--- src/hw/rtl/gtp_pkg.sv ---
// ----------------------------------------------------------------------------
// gtp_pkg
// Shared widths, codes and payload types of the GCRA traffic policer.
// ----------------------------------------------------------------------------
package gtp_pkg;

    localparam int TIME_WIDTH        = 64;
    localparam int COUNT_WIDTH       = 16;
    localparam int FIELD_TIME_WIDTH  = 64;
    localparam int FIELD_COUNT_WIDTH = 16;
    localparam int CFG_INDEX_WIDTH   = 2;

    typedef logic [TIME_WIDTH-1:0]      ticks_t;
    typedef logic [COUNT_WIDTH-1:0]     count_t;
    typedef logic [CFG_INDEX_WIDTH-1:0] cfg_index_t;

    localparam ticks_t TMAX = '1;

    localparam cfg_index_t CFG_INCREMENT = CFG_INDEX_WIDTH'(0);
    localparam cfg_index_t CFG_LIMIT     = CFG_INDEX_WIDTH'(1);

    typedef enum logic [1:0] {
        OP_EVALUATE = 2'd0,
        OP_COMMIT   = 2'd1,
        OP_ROLLBACK = 2'd2,
        OP_RESTART  = 2'd3
    } opcode_t;

    typedef struct packed {
        opcode_t                      opcode;
        logic [FIELD_TIME_WIDTH-1:0]  timestamp;
        logic [FIELD_COUNT_WIDTH-1:0] unit_count;
    } in_item_t;

    typedef struct packed {
        logic [FIELD_TIME_WIDTH-1:0] delay;
        logic                        pending_alarm;
        logic                        admitted;
        logic                        approximate;
    } out_item_t;

    typedef struct packed {
        ticks_t increment;
        ticks_t limit;
    } settings_t;

    typedef struct packed {
        opcode_t opcode;
        ticks_t  timestamp;
        ticks_t  charge;
        logic    overflow;
    } charge_t;

endpackage

--- src/hw/rtl/gtp_in_if.sv ---
// ----------------------------------------------------------------------------
// gtp_in_if
// Request channel of the policer: one opcode with its timestamp and count.
// ----------------------------------------------------------------------------
interface gtp_in_if
    import gtp_pkg::*;
();
    logic     valid;
    logic     ready;
    in_item_t data;

    modport source (output valid, output data, input ready);
    modport sink (input valid, input data, output ready);
endinterface

--- src/hw/rtl/gtp_out_if.sv ---
// ----------------------------------------------------------------------------
// gtp_out_if
// Result channel of the policer: delay and status flags for one request.
// ----------------------------------------------------------------------------
interface gtp_out_if
    import gtp_pkg::*;
();
    logic      valid;
    logic      ready;
    out_item_t data;

    modport source (output valid, output data, input ready);
    modport sink (input valid, input data, output ready);
endinterface

--- src/hw/rtl/gtp_cfg_if.sv ---
// ----------------------------------------------------------------------------
// gtp_cfg_if
// Register write channel of the policer.
// ----------------------------------------------------------------------------
interface gtp_cfg_if
    import gtp_pkg::*;
();
    logic                        valid;
    logic                        ready;
    cfg_index_t                  index;
    logic [FIELD_TIME_WIDTH-1:0] value;

    modport source (output valid, output index, output value, input ready);
    modport sink (input valid, input index, input value, output ready);
endinterface

--- src/hw/rtl/gtp_cfg_regs.sv ---
// ----------------------------------------------------------------------------
// gtp_cfg_regs
// Increment and limit registers, written through the configuration channel.
// ----------------------------------------------------------------------------
module gtp_cfg_regs
    import gtp_pkg::*;
(
    input  logic             clk,
    input  logic             rst_n,
    gtp_cfg_if.sink          cfg,
    output settings_t        settings
);

    ticks_t increment_reg;
    ticks_t increment_next;
    ticks_t limit_reg;
    ticks_t limit_next;

    assign cfg.ready = 1'b1;

    always_comb
    begin
        increment_next = increment_reg;
        limit_next     = limit_reg;
        if (cfg.valid)
        begin
            unique case (cfg.index)
                CFG_INCREMENT: increment_next = cfg.value[TIME_WIDTH-1:0];
                CFG_LIMIT:     limit_next     = cfg.value[TIME_WIDTH-1:0];
                default:
                begin
                end
            endcase
        end
    end

    always_ff @(posedge clk or negedge rst_n)
    begin
        if (!rst_n)
        begin
            increment_reg <= '0;
            limit_reg     <= TMAX;
        end
        else
        begin
            increment_reg <= increment_next;
            limit_reg     <= limit_next;
        end
    end

    assign settings.increment = increment_reg;
    assign settings.limit     = limit_reg;

endmodule

--- src/hw/rtl/gtp_charge.sv ---
// ----------------------------------------------------------------------------
// gtp_charge
// Input stage: accepts a request and registers it together with the charge
// unit_count * increment and a flag for a product beyond the time range.
// ----------------------------------------------------------------------------
module gtp_charge
    import gtp_pkg::*;
(
    input  logic      clk,
    input  logic      rst_n,
    gtp_in_if.sink    item,
    input  settings_t settings,
    input  logic      advance,
    output logic      stage_valid,
    output charge_t   stage
);

    localparam int PROD_WIDTH = TIME_WIDTH + COUNT_WIDTH;

    logic                  valid_reg;
    logic                  valid_next;
    charge_t               stage_reg;
    logic                  accept;
    logic [PROD_WIDTH-1:0] product;

    assign item.ready = !valid_reg || advance;
    assign accept     = item.valid && item.ready;

    assign product = PROD_WIDTH'(item.data.unit_count[COUNT_WIDTH-1:0])
                   * PROD_WIDTH'(settings.increment);

    assign valid_next = accept || (valid_reg && !advance);

    always_ff @(posedge clk or negedge rst_n)
    begin
        if (!rst_n)
        begin
            valid_reg <= 1'b0;
        end
        else
        begin
            valid_reg <= valid_next;
        end
    end

    always_ff @(posedge clk)
    begin
        if (accept)
        begin
            stage_reg.opcode    <= item.data.opcode;
            stage_reg.timestamp <= item.data.timestamp[TIME_WIDTH-1:0];
            stage_reg.charge    <= product[TIME_WIDTH-1:0];
            stage_reg.overflow  <= |product[PROD_WIDTH-1:TIME_WIDTH];
        end
    end

    assign stage_valid = valid_reg;
    assign stage       = stage_reg;

endmodule

--- src/hw/rtl/gtp_bucket.sv ---
// ----------------------------------------------------------------------------
// gtp_bucket
// Bucket stage: holds the policer state, drains or charges the bucket for
// one request per cycle unless result stalls; registers the result beat.
// ----------------------------------------------------------------------------
module gtp_bucket
    import gtp_pkg::*;
(
    input  logic      clk,
    input  logic      rst_n,
    input  settings_t settings,
    input  logic      stage_valid,
    input  charge_t   stage,
    output logic      advance,
    gtp_out_if.source result
);

    ticks_t    bucket_reg;
    ticks_t    bucket_next;
    ticks_t    pending_reg;
    ticks_t    pending_next;
    ticks_t    now_reg;
    ticks_t    now_next;
    ticks_t    last_reg;
    ticks_t    last_next;
    logic      alarm_reg;
    logic      alarm_next;
    logic      pend_alarm_reg;
    logic      pend_alarm_next;
    logic      saturated_reg;
    logic      saturated_next;
    logic      out_valid_reg;
    logic      out_valid_next;
    out_item_t out_reg;
    out_item_t out_next;

    logic                take;
    ticks_t              elapsed;
    ticks_t              drained;
    logic                empty;
    logic                over;
    ticks_t              excess;
    logic [TIME_WIDTH:0] sum;
    ticks_t              delay;

    assign advance = !out_valid_reg || result.ready;
    assign take    = stage_valid && advance;

    assign elapsed = stage.timestamp - last_reg;
    assign drained = bucket_reg - elapsed;
    assign empty   = bucket_reg <= elapsed;
    assign over    = !empty && (drained > settings.limit);
    assign excess  = drained - settings.limit;
    assign sum     = {1'b0, pending_reg} + {1'b0, stage.charge};

    always_comb
    begin
        bucket_next     = bucket_reg;
        pending_next    = pending_reg;
        now_next        = now_reg;
        last_next       = last_reg;
        alarm_next      = alarm_reg;
        pend_alarm_next = pend_alarm_reg;
        saturated_next  = saturated_reg;
        delay           = '0;
        unique case (stage.opcode)
            OP_EVALUATE:
            begin
                now_next        = stage.timestamp;
                pending_next    = empty ? '0 : drained;
                pend_alarm_next = over;
                delay           = over ? excess : '0;
            end
            OP_COMMIT:
            begin
                last_next  = now_reg;
                alarm_next = pend_alarm_reg;
                if (stage.overflow || sum[TIME_WIDTH])
                begin
                    bucket_next    = TMAX;
                    saturated_next = 1'b1;
                end
                else
                begin
                    bucket_next = sum[TIME_WIDTH-1:0];
                end
            end
            OP_ROLLBACK:
            begin
            end
            OP_RESTART:
            begin
                bucket_next     = '0;
                pending_next    = '0;
                now_next        = stage.timestamp;
                last_next       = stage.timestamp - settings.increment;
                alarm_next      = 1'b0;
                pend_alarm_next = 1'b0;
                saturated_next  = 1'b0;
            end
        endcase
    end

    assign out_next.delay         = FIELD_TIME_WIDTH'(delay);
    assign out_next.pending_alarm = pend_alarm_next;
    assign out_next.admitted      = !alarm_next;
    assign out_next.approximate   = saturated_next;

    assign out_valid_next = take || (out_valid_reg && !result.ready);

    always_ff @(posedge clk or negedge rst_n)
    begin
        if (!rst_n)
        begin
            bucket_reg     <= '0;
            pending_reg    <= '0;
            now_reg        <= '0;
            last_reg       <= '0;
            alarm_reg      <= 1'b0;
            pend_alarm_reg <= 1'b0;
            saturated_reg  <= 1'b0;
            out_valid_reg  <= 1'b0;
        end
        else
        begin
            out_valid_reg <= out_valid_next;
            if (take)
            begin
                bucket_reg     <= bucket_next;
                pending_reg    <= pending_next;
                now_reg        <= now_next;
                last_reg       <= last_next;
                alarm_reg      <= alarm_next;
                pend_alarm_reg <= pend_alarm_next;
                saturated_reg  <= saturated_next;
            end
        end
    end

    always_ff @(posedge clk)
    begin
        if (take)
        begin
            out_reg <= out_next;
        end
    end

    assign result.valid = out_valid_reg;
    assign result.data  = out_reg;

endmodule

--- src/hw/rtl/gcra_traffic_policer_core.sv ---
// ----------------------------------------------------------------------------
// gcra_traffic_policer_core
// Two-phase GCRA policer: evaluate drains the bucket, commit charges it.
//
//   Channel  Direction  Payload
//   item     in         opcode, timestamp, unit_count
//   result   out        delay, pending_alarm, admitted, approximate
//   cfg      in         index (0 increment, 1 limit), value
//
// One request is accepted every cycle while nothing stalls. The request is
// registered in the charge stage, then its result beat in the bucket stage,
// where it is valid and can be taken.
// A stalled result beat holds the bucket stage; an empty input stage still
// takes one more request, then item.ready falls until the result is taken.
// Reset clears the bucket state, sets increment to zero and limit to all ones.
// Configuration writes are taken every cycle.
// ----------------------------------------------------------------------------
module gcra_traffic_policer_core
    import gtp_pkg::*;
(
    input  logic      clk,
    input  logic      rst_n,
    gtp_in_if.sink    item,
    gtp_out_if.source result,
    gtp_cfg_if.sink   cfg
);

    settings_t settings;
    logic      stage_valid;
    charge_t   stage;
    logic      advance;

    gtp_cfg_regs u_cfg_regs (
        .clk      (clk),
        .rst_n    (rst_n),
        .cfg      (cfg),
        .settings (settings)
    );

    gtp_charge u_charge (
        .clk         (clk),
        .rst_n       (rst_n),
        .item        (item),
        .settings    (settings),
        .advance     (advance),
        .stage_valid (stage_valid),
        .stage       (stage)
    );

    gtp_bucket u_bucket (
        .clk         (clk),
        .rst_n       (rst_n),
        .settings    (settings),
        .stage_valid (stage_valid),
        .stage       (stage),
        .advance     (advance),
        .result      (result)
    );

    a_delay_has_alarm: assert property (@(posedge clk) disable iff (!rst_n)
        (result.valid && (result.data.delay != '0)) |-> result.data.pending_alarm)
        else $error("Nonzero delay reported without a pending alarm.");

    a_ready_only_on_stall: assert property (@(posedge clk) disable iff (!rst_n)
        !item.ready |-> (result.valid && !result.ready && stage_valid))
        else $error("Request channel stalled while the result side was free.");

    a_stage_moves: assert property (@(posedge clk) disable iff (!rst_n)
        (stage_valid && advance) |=> result.valid)
        else $error("A request left the input stage without a result beat.");

endmodule

--- src/flat_wrapper.sv ---
// flat-port wrapper written by rule: the top's interface ports become plain ports
module gcra_traffic_policer_core_flat import gtp_pkg::*;
  (clk, rst_n, item_valid, item_data, item_ready, result_valid, result_data, result_ready, cfg_valid, cfg_index, cfg_value, cfg_ready);
  gtp_in_if item_i ();
  gtp_out_if result_i ();
  gtp_cfg_if cfg_i ();
  input  logic clk;
  input  logic rst_n;
  input wire logic [$bits(item_i.valid)-1:0] item_valid;
  input wire logic [$bits(item_i.data)-1:0] item_data;
  output wire logic [$bits(item_i.ready)-1:0] item_ready;
  output wire logic [$bits(result_i.valid)-1:0] result_valid;
  output wire logic [$bits(result_i.data)-1:0] result_data;
  input wire logic [$bits(result_i.ready)-1:0] result_ready;
  input wire logic [$bits(cfg_i.valid)-1:0] cfg_valid;
  input wire logic [$bits(cfg_i.index)-1:0] cfg_index;
  input wire logic [$bits(cfg_i.value)-1:0] cfg_value;
  output wire logic [$bits(cfg_i.ready)-1:0] cfg_ready;
  assign item_i.valid = item_valid;
  assign item_i.data = item_data;
  assign item_ready = item_i.ready;
  assign result_valid = result_i.valid;
  assign result_data = result_i.data;
  assign result_i.ready = result_ready;
  assign cfg_i.valid = cfg_valid;
  assign cfg_i.index = cfg_index;
  assign cfg_i.value = cfg_value;
  assign cfg_ready = cfg_i.ready;
  gcra_traffic_policer_core u_core (.clk(clk), .rst_n(rst_n), .item(item_i), .result(result_i), .cfg(cfg_i));
endmodule
--- config.mk ---
export PLATFORM = sky130hd
export DESIGN_NAME = gcra_traffic_policer_core_flat
export DESIGN_NICKNAME = d
export VERILOG_FILES = /design/src/hw/rtl/gtp_pkg.sv /design/src/hw/rtl/gtp_in_if.sv /design/src/hw/rtl/gtp_out_if.sv /design/src/hw/rtl/gtp_cfg_if.sv /design/src/hw/rtl/gtp_cfg_regs.sv /design/src/hw/rtl/gtp_charge.sv /design/src/hw/rtl/gtp_bucket.sv /design/src/hw/rtl/gcra_traffic_policer_core.sv /design/src/flat_wrapper.sv
export SDC_FILE = /design/constraint.sdc
export NUM_CORES = 2
export LEC_CHECK = 0
export ABC_AREA = 0
export BUFFER_PORTS_ARGS = -buffer_cell sky130_fd_sc_hd__buf_2
export CAP_MARGIN = 20
export CORE_MARGIN = 3
export CORE_UTILIZATION = 35
export DETAILED_ROUTE_END_ITERATION = 16
export SYNTH_ARGS = -nofsm -noshare
export SYNTH_HDL_FRONTEND = slang
export SYNTH_HIERARCHICAL = 1
export SYNTH_SLANG_ARGS = --single-unit
--- constraint.sdc ---
create_clock -name clk -period 6.85 [get_ports clk]
set_input_delay 1.37 -clock clk [delete_from_list [all_inputs] [get_ports clk]]
set_output_delay 1.37 -clock clk [all_outputs]
set_load 0.02 [all_outputs]
# Yosys cells after proc, flatten, opt, wreduce, memory -nomap -nowiden
# Index checks and enable logic that the tools add are counted.
[word_totals] reg_bits=587 out_inout_bits=70
[classes] n_reduce_logical=28 n_addsub=5 n_eq_ne=3 mux=9 magnitude_cmp=2 multipliers=1
[ops] op="64-bit case mux with 2 select lines" count=3
[ops] op="64-bit subtractor" count=4
[ops] op="64-bit 2-to-1 mux" count=2
[ops] op="16-bit by 64-bit multiplier with 80-bit output" count=1
[ops] op="64-bit by 64-bit adder with 65-bit output" count=1
[ops] op="64-bit > comparator" count=1
[ops] op="64-bit <= comparator" count=1
[ops] op="16-bit OR reduction" count=1
[ops] op="2-bit AND reduction" count=6
[ops] op="1-bit logical NOT" count=6
[ops] op="1-bit case mux with 2 select lines" count=3
[ops] op="1-bit logical AND" count=5
[ops] op="1-bit logical OR" count=5
[ops] op="2-bit by 1-bit equality test with 1-bit output (second input constant)" count=2
[ops] op="2-bit logical NOT" count=2
[ops] op="2-bit nonzero test" count=2
[ops] op="2-bit equality test (second input constant)" count=1
[ops] op="2-bit OR reduction" count=1
[ops] op="1-bit 2-to-1 mux" count=1

# Depth between registers and ports, before layout
[logic_depth] word_depth=5 ltp_mapped=37

# By module
# Netlist, hierarchy kept.
[modules_own_cells] module="gtp_charge" cells_each=3955 instances=1 area_per_inst_um2=36485.0 seq_area_each_um2=3958.8
[modules_own_cells] module="gtp_bucket" cells_each=4142 instances=1 area_per_inst_um2=32457.4 seq_area_each_um2=8518.2
[modules_own_cells] module="gtp_cfg_regs" cells_each=274 instances=1 area_per_inst_um2=5281.3 seq_area_each_um2=3283.1

# Worst setup path before layout
# No wires, ideal clock.
[synth_timing] path_kind="input-to-reg" from="input port item_data[1]" to="register u_core.u_charge.stage_reg, in the netlist u_core/u_charge/stage[0], data pin" path_stages=27 arrival_time_ps=7360 required_ps=6587 n_path_buf=4 slack_ps=-773 setup_time_ps=263 path_cell_list="clkbuf_1 > clkbuf_1 > nand2_1 > fa_1 > inv_1 > fa_1 > inv_1 > fa_1 > inv_1 > fa_1 > fa_1 > inv_1 > fa_1 > inv_1 > ha_1 > buf_2 > and4_1 > and3_1 > nand3_1 > nor2_1 > or4_1 > buf_2 > mux2i_1 > nor4_1 > o2111ai_1 > nor4_1 > nand2_1"
[synth_between] elab_chain_cells=2
[synth_rtl] item="from (decl)" line_no="flat_wrapper.sv:10" text="input wire logic [$bits(item_i.data)-1:0] item_data;"
[synth_rtl] item="16-bit by 64-bit multiplier with 80-bit output" line_no="gtp_charge.sv:30" text="* PROD_WIDTH'(settings.increment);"
[synth_rtl] item="16-bit OR reduction" line_no="gtp_charge.sv:53" text="stage_reg.overflow <= |product[PROD_WIDTH-1:TIME_WIDTH];"
[synth_rtl] item="to (decl)" line_no="gtp_charge.sv:22" text="charge_t stage_reg;"
# No other way between the ends.
# A chain may end at the register's enable or synchronous reset.

# Worst setup path after layout
[layout_timing] from="register u_core.u_charge.stage_reg, in the netlist u_core/u_charge/stage[65]" to="register u_core.u_bucket.out_reg, in the netlist u_core/u_bucket/result.data[17], data pin"
[layout_between] elab_chain_cells=5 word_cells_on_any_way=8
[layout_rtl] item="64-bit subtractor *" line_no="gtp_bucket.sv:49" text="assign elapsed = stage.timestamp - last_reg;"
[layout_rtl] item="64-bit subtractor or 64-bit <= comparator (tied branches)" line_no="gtp_bucket.sv:50, gtp_bucket.sv:51"
[layout_rtl] item="64-bit > comparator or 1-bit logical NOT (tied branches)" line_no="gtp_bucket.sv:52" text="assign over = !empty && (drained > settings.limit);"
[layout_rtl] item="1-bit logical AND" line_no="gtp_bucket.sv:52"
[layout_rtl] item="2-bit AND reduction (no line)"
[layout_rtl] item="to (signal assigned)" line_no="gtp_bucket.sv:144" text="out_reg <= out_next;"
[layout_rtl] item="to (decl)" line_no="gtp_bucket.sv:34" text="out_item_t out_reg;"
# Mark *: on every way between the ends. The rest lies on a longest branch, timed or not.

==> summary.txt <==
Synth
  • Cell count after synthesis: 8371
  • Syn_area_per_cell: 8.867 sq um
  • Yosys top cell area share: 0.2349
  • Post-synthesis async set-or-reset flop share: 0.6627
  • Syn_nets: 9868
  • Seq/Total Area, Yosys: 0.2123
  • Syn Std Cell Area: 0.07422 sq mm
  • Synth area leaders: fa_1, dfrtp_1, edfxtp_1
  • Post-synthesis register bit count: between 500 and 600
  • Synth warnings: 6
  • Distinct cells, synth: 122
  • Post-synth top flop: dfrtp_1
  • Number of enable flip-flop cells after synthesis: 198
  • Area leader, netlist: fa_1

Worst setup path
  • Critical path class: reg -> reg
  • Worst setup SP type: flip-flop
  • Worst path slowest cell: edfxtp_1
  • Worst Path Arrival: ~8.0 ns
  • Reg2reg path depth: 38
  • CP Data Required Time: around 7.3 ns
  • CP max stage delay: 0.37 ns
  • Critical path peak fanout: 6
  • Crit path capture type: flip-flop

Layout
  • Fillers: 20350
  • Most frequent cells in the layout: buf_4, nand2_1, inv_1
  • Final nets: ~11000
  • Share of cells above drive strength 1: 0.2576
  • Largest register FFs: 131
  • Syn-to-layout area delta: 27.84%
  • Most common cell after layout, fill and taps aside: buf_4

Floorplan
  • Die width: 466.5 um
  • Die area: 0.2176 sq mm
  • Rows: roughly 170
  • Initial core utilization: 0.3531
  • Core ar.: between 0.2 and 0.25 sq mm
  • IO Count: around 220
  • Die Ht: about 470 um

Placement
  • Routability Congestion: 0.9563
  • Port-buffer cells: 221
  • HPWL after DPL: 223200 um

Clock tree
  • Clk Latency, worst-skew pair: 0.69 ns
  • CTS Buf Count: 68
  • CTS tree: yes
  • CTS Root Cell: clkbuf_16
  • Worst-path clk slew: about 0.06 ns
  • Cts-stage hold buffer count: 0
  • Clock sinks: 587
  • Clock Path Buffers: 3
  • H-tree levels: 3

STA
  • Hold Vio Cnt, Final: 0
  • Final clock period utilization by the worst path: 1.100
  • Slew headroom: 0.1986
  • Clk_skew: between 0.04 and 0.05 ns
  • Final count of negative-setup-slack endpoints: 76
  • Fmax: 132.7 MHz
  • Max Slew Vio Count: 0
  • Fin worst setup slack: -0.6853 ns
  • Minimum clock period: between 7 and 8 ns
  • Worst Tran Pin Value: about 1.2 ns
  • TNS Setup: -42.06 ns
  • RSZ-0062 raised after global routing: true

Route
  • Routed Antenna Nets: 0
  • Routed WL per cell: 22.30 um
  • 1st-iter DRT viols: 4922
  • Pre-antenna DRT Iters: 7
  • Post-DR vias/cell: 5.197
  • Routed vias: 65480
  • Routed WL: 280900 um
  • DRC Markers: 0

Job
  • Number of max-cap violations: 0

Run status
  • Status: finished, violations left
  • Violated checks: setup timing

Worst hold path
  • Cells on Worst Hold Path: 2
  • Hold WC Path Type: reg -> reg

Global routing
  • Initial antenna violation count: 29
  • Remaining Overflow, GRT: 0
  • Global-route wire length before repair: 417700 um
  • Pin count of the biggest net entering global routing: 132
  • Vias in the first global route: 68170
  • GRT Util Overall: 0.2513
## path summary, 6_finish.rpt
kind | end | slack [ns] | start
worst min-delay path | u_core/u_bucket/now_reg[35]$_DFFE_PN0P_ | 0.47 | u_core/u_bucket/now_reg[35]$_DFFE_PN0P_
min in group asynchronous | u_core/u_cfg_regs/increment_reg[2]$_DFFE_PN0P_ | 0.68 | rst_n
worst min register to register | u_core/u_bucket/now_reg[35]$_DFFE_PN0P_ | 0.47 | u_core/u_bucket/now_reg[35]$_DFFE_PN0P_
max in group asynchronous | u_core/u_bucket/pend_alarm_reg$_DFFE_PN0P_ | 4.82 | rst_n
worst max-delay path | u_core/u_bucket/result.data[17]$_SDFFCE_PN0P_ | -0.69 | u_core/u_charge/stage[65]$_DFFE_PP_
worst max register to register | u_core/u_bucket/result.data[17]$_SDFFCE_PN0P_ | -0.69 | u_core/u_charge/stage[65]$_DFFE_PP_
## final cells by class
class | instances | area [sq um] | area share
clock buffer | 89 | 1919 | 0.02023
clock inverter | 37 | 445.4 | 0.004694
inverter | 1153 | 4332 | 0.04565
tap | 2805 | 3510 | 0.03699
antenna | 6 | 15.01 | 0.0001582
sequential | 587 | 15760 | 0.1661
timing repair buffer | 1727 | 14430 | 0.1521
multi-input combinational | 6194 | 54480 | 0.5741
## cell usage after synthesis, types with 47 or more instances
cell type and number:
nand2_1 1303, inv_1 1151, fa_1 871, a21oi_1 541, ha_1 473, and2_1 450, nor2_1 351, clkbuf_1 341
dfrtp_1 325, o21ai_0 315, xnor2_1 213, a21o_1 206, edfxtp_1 198, xor2_1 138, nand4_1 129, nand3_1 90
o21bai_1 79, nor3_1 75, mux2_4 71, dfstp_2 64, a22o_1 63, mux2_2 59, o21ai_1 58, o21a_1 55
buf_2 51, and3_1 47
## worst max-delay path, delay by kind of cell, from the launching register on
family          cells  cell delay (ns)
compound gates     12             2.55
simple gates        8             1.48
xor+xnor            2             0.24
fa+ha+maj           4             1.08
buf+inv            12             1.52
flops               1             0.37
## timing repair
action                                  4_1_cts  5_1_grt
setup buffers                                35       67
pin swaps                                    91      182
resized for setup                           260      354
cloned                                       21        9
endpoints found under the setup margin       94       97
## layer usage
layer | vias to the layer above | GRT usage | wire [um]
li1 | 30290 | - | -
met1 | 32580 | 0.3407 | 122800
met2 | 2124 | 0.4086 | 128800
met3 | 462 | 0.03496 | 16660
met4 | 22 | 0.09204 | 12530
met5 | - | 0 | 147
## kinds of logic (layout without fill, tap and decap cells)
group	Yosys count	in the layout	share of synthesized area
DFF	587	587	0.2123
AOI/OAI and AO/OA	1712	1712	0.1517
and+or+nand+nor	2627	2627	0.1664
other	1	7	0.00005052
adders and majority gates	1344	1344	0.3147
buffers and inverters	1590	3006	0.08617
xor gates and xnor gates	351	351	0.04142
muxes	159	159	0.02724
## per-stage QoR
step | instances | util | hold WS (ns) | setup slack (ns) | cell area [sq um]
2_1_floorplan | 8371 | - | 0.4380 | -0.4227 | 74600
3_3_place_gp | 12350 | 0.4206 | 0.4501 | -1.353 | 88410
3_5_place_dp | 12360 | 0.4206 | 0.4562 | -1.391 | 88410
4_1_cts | 12540 | 0.4418 | 0.4719 | -0.6013 | 92860
5_1_grt | 12590 | 0.4514 | 0.4856 | -0.9539 | 94880
6_report | 12600 | 0.4514 | 0.4734 | -0.6853 | 94890
Power is left out: the tool's default activity adds up to more than one toggle a clock period on the data nets, which glitch-free logic cannot reach.
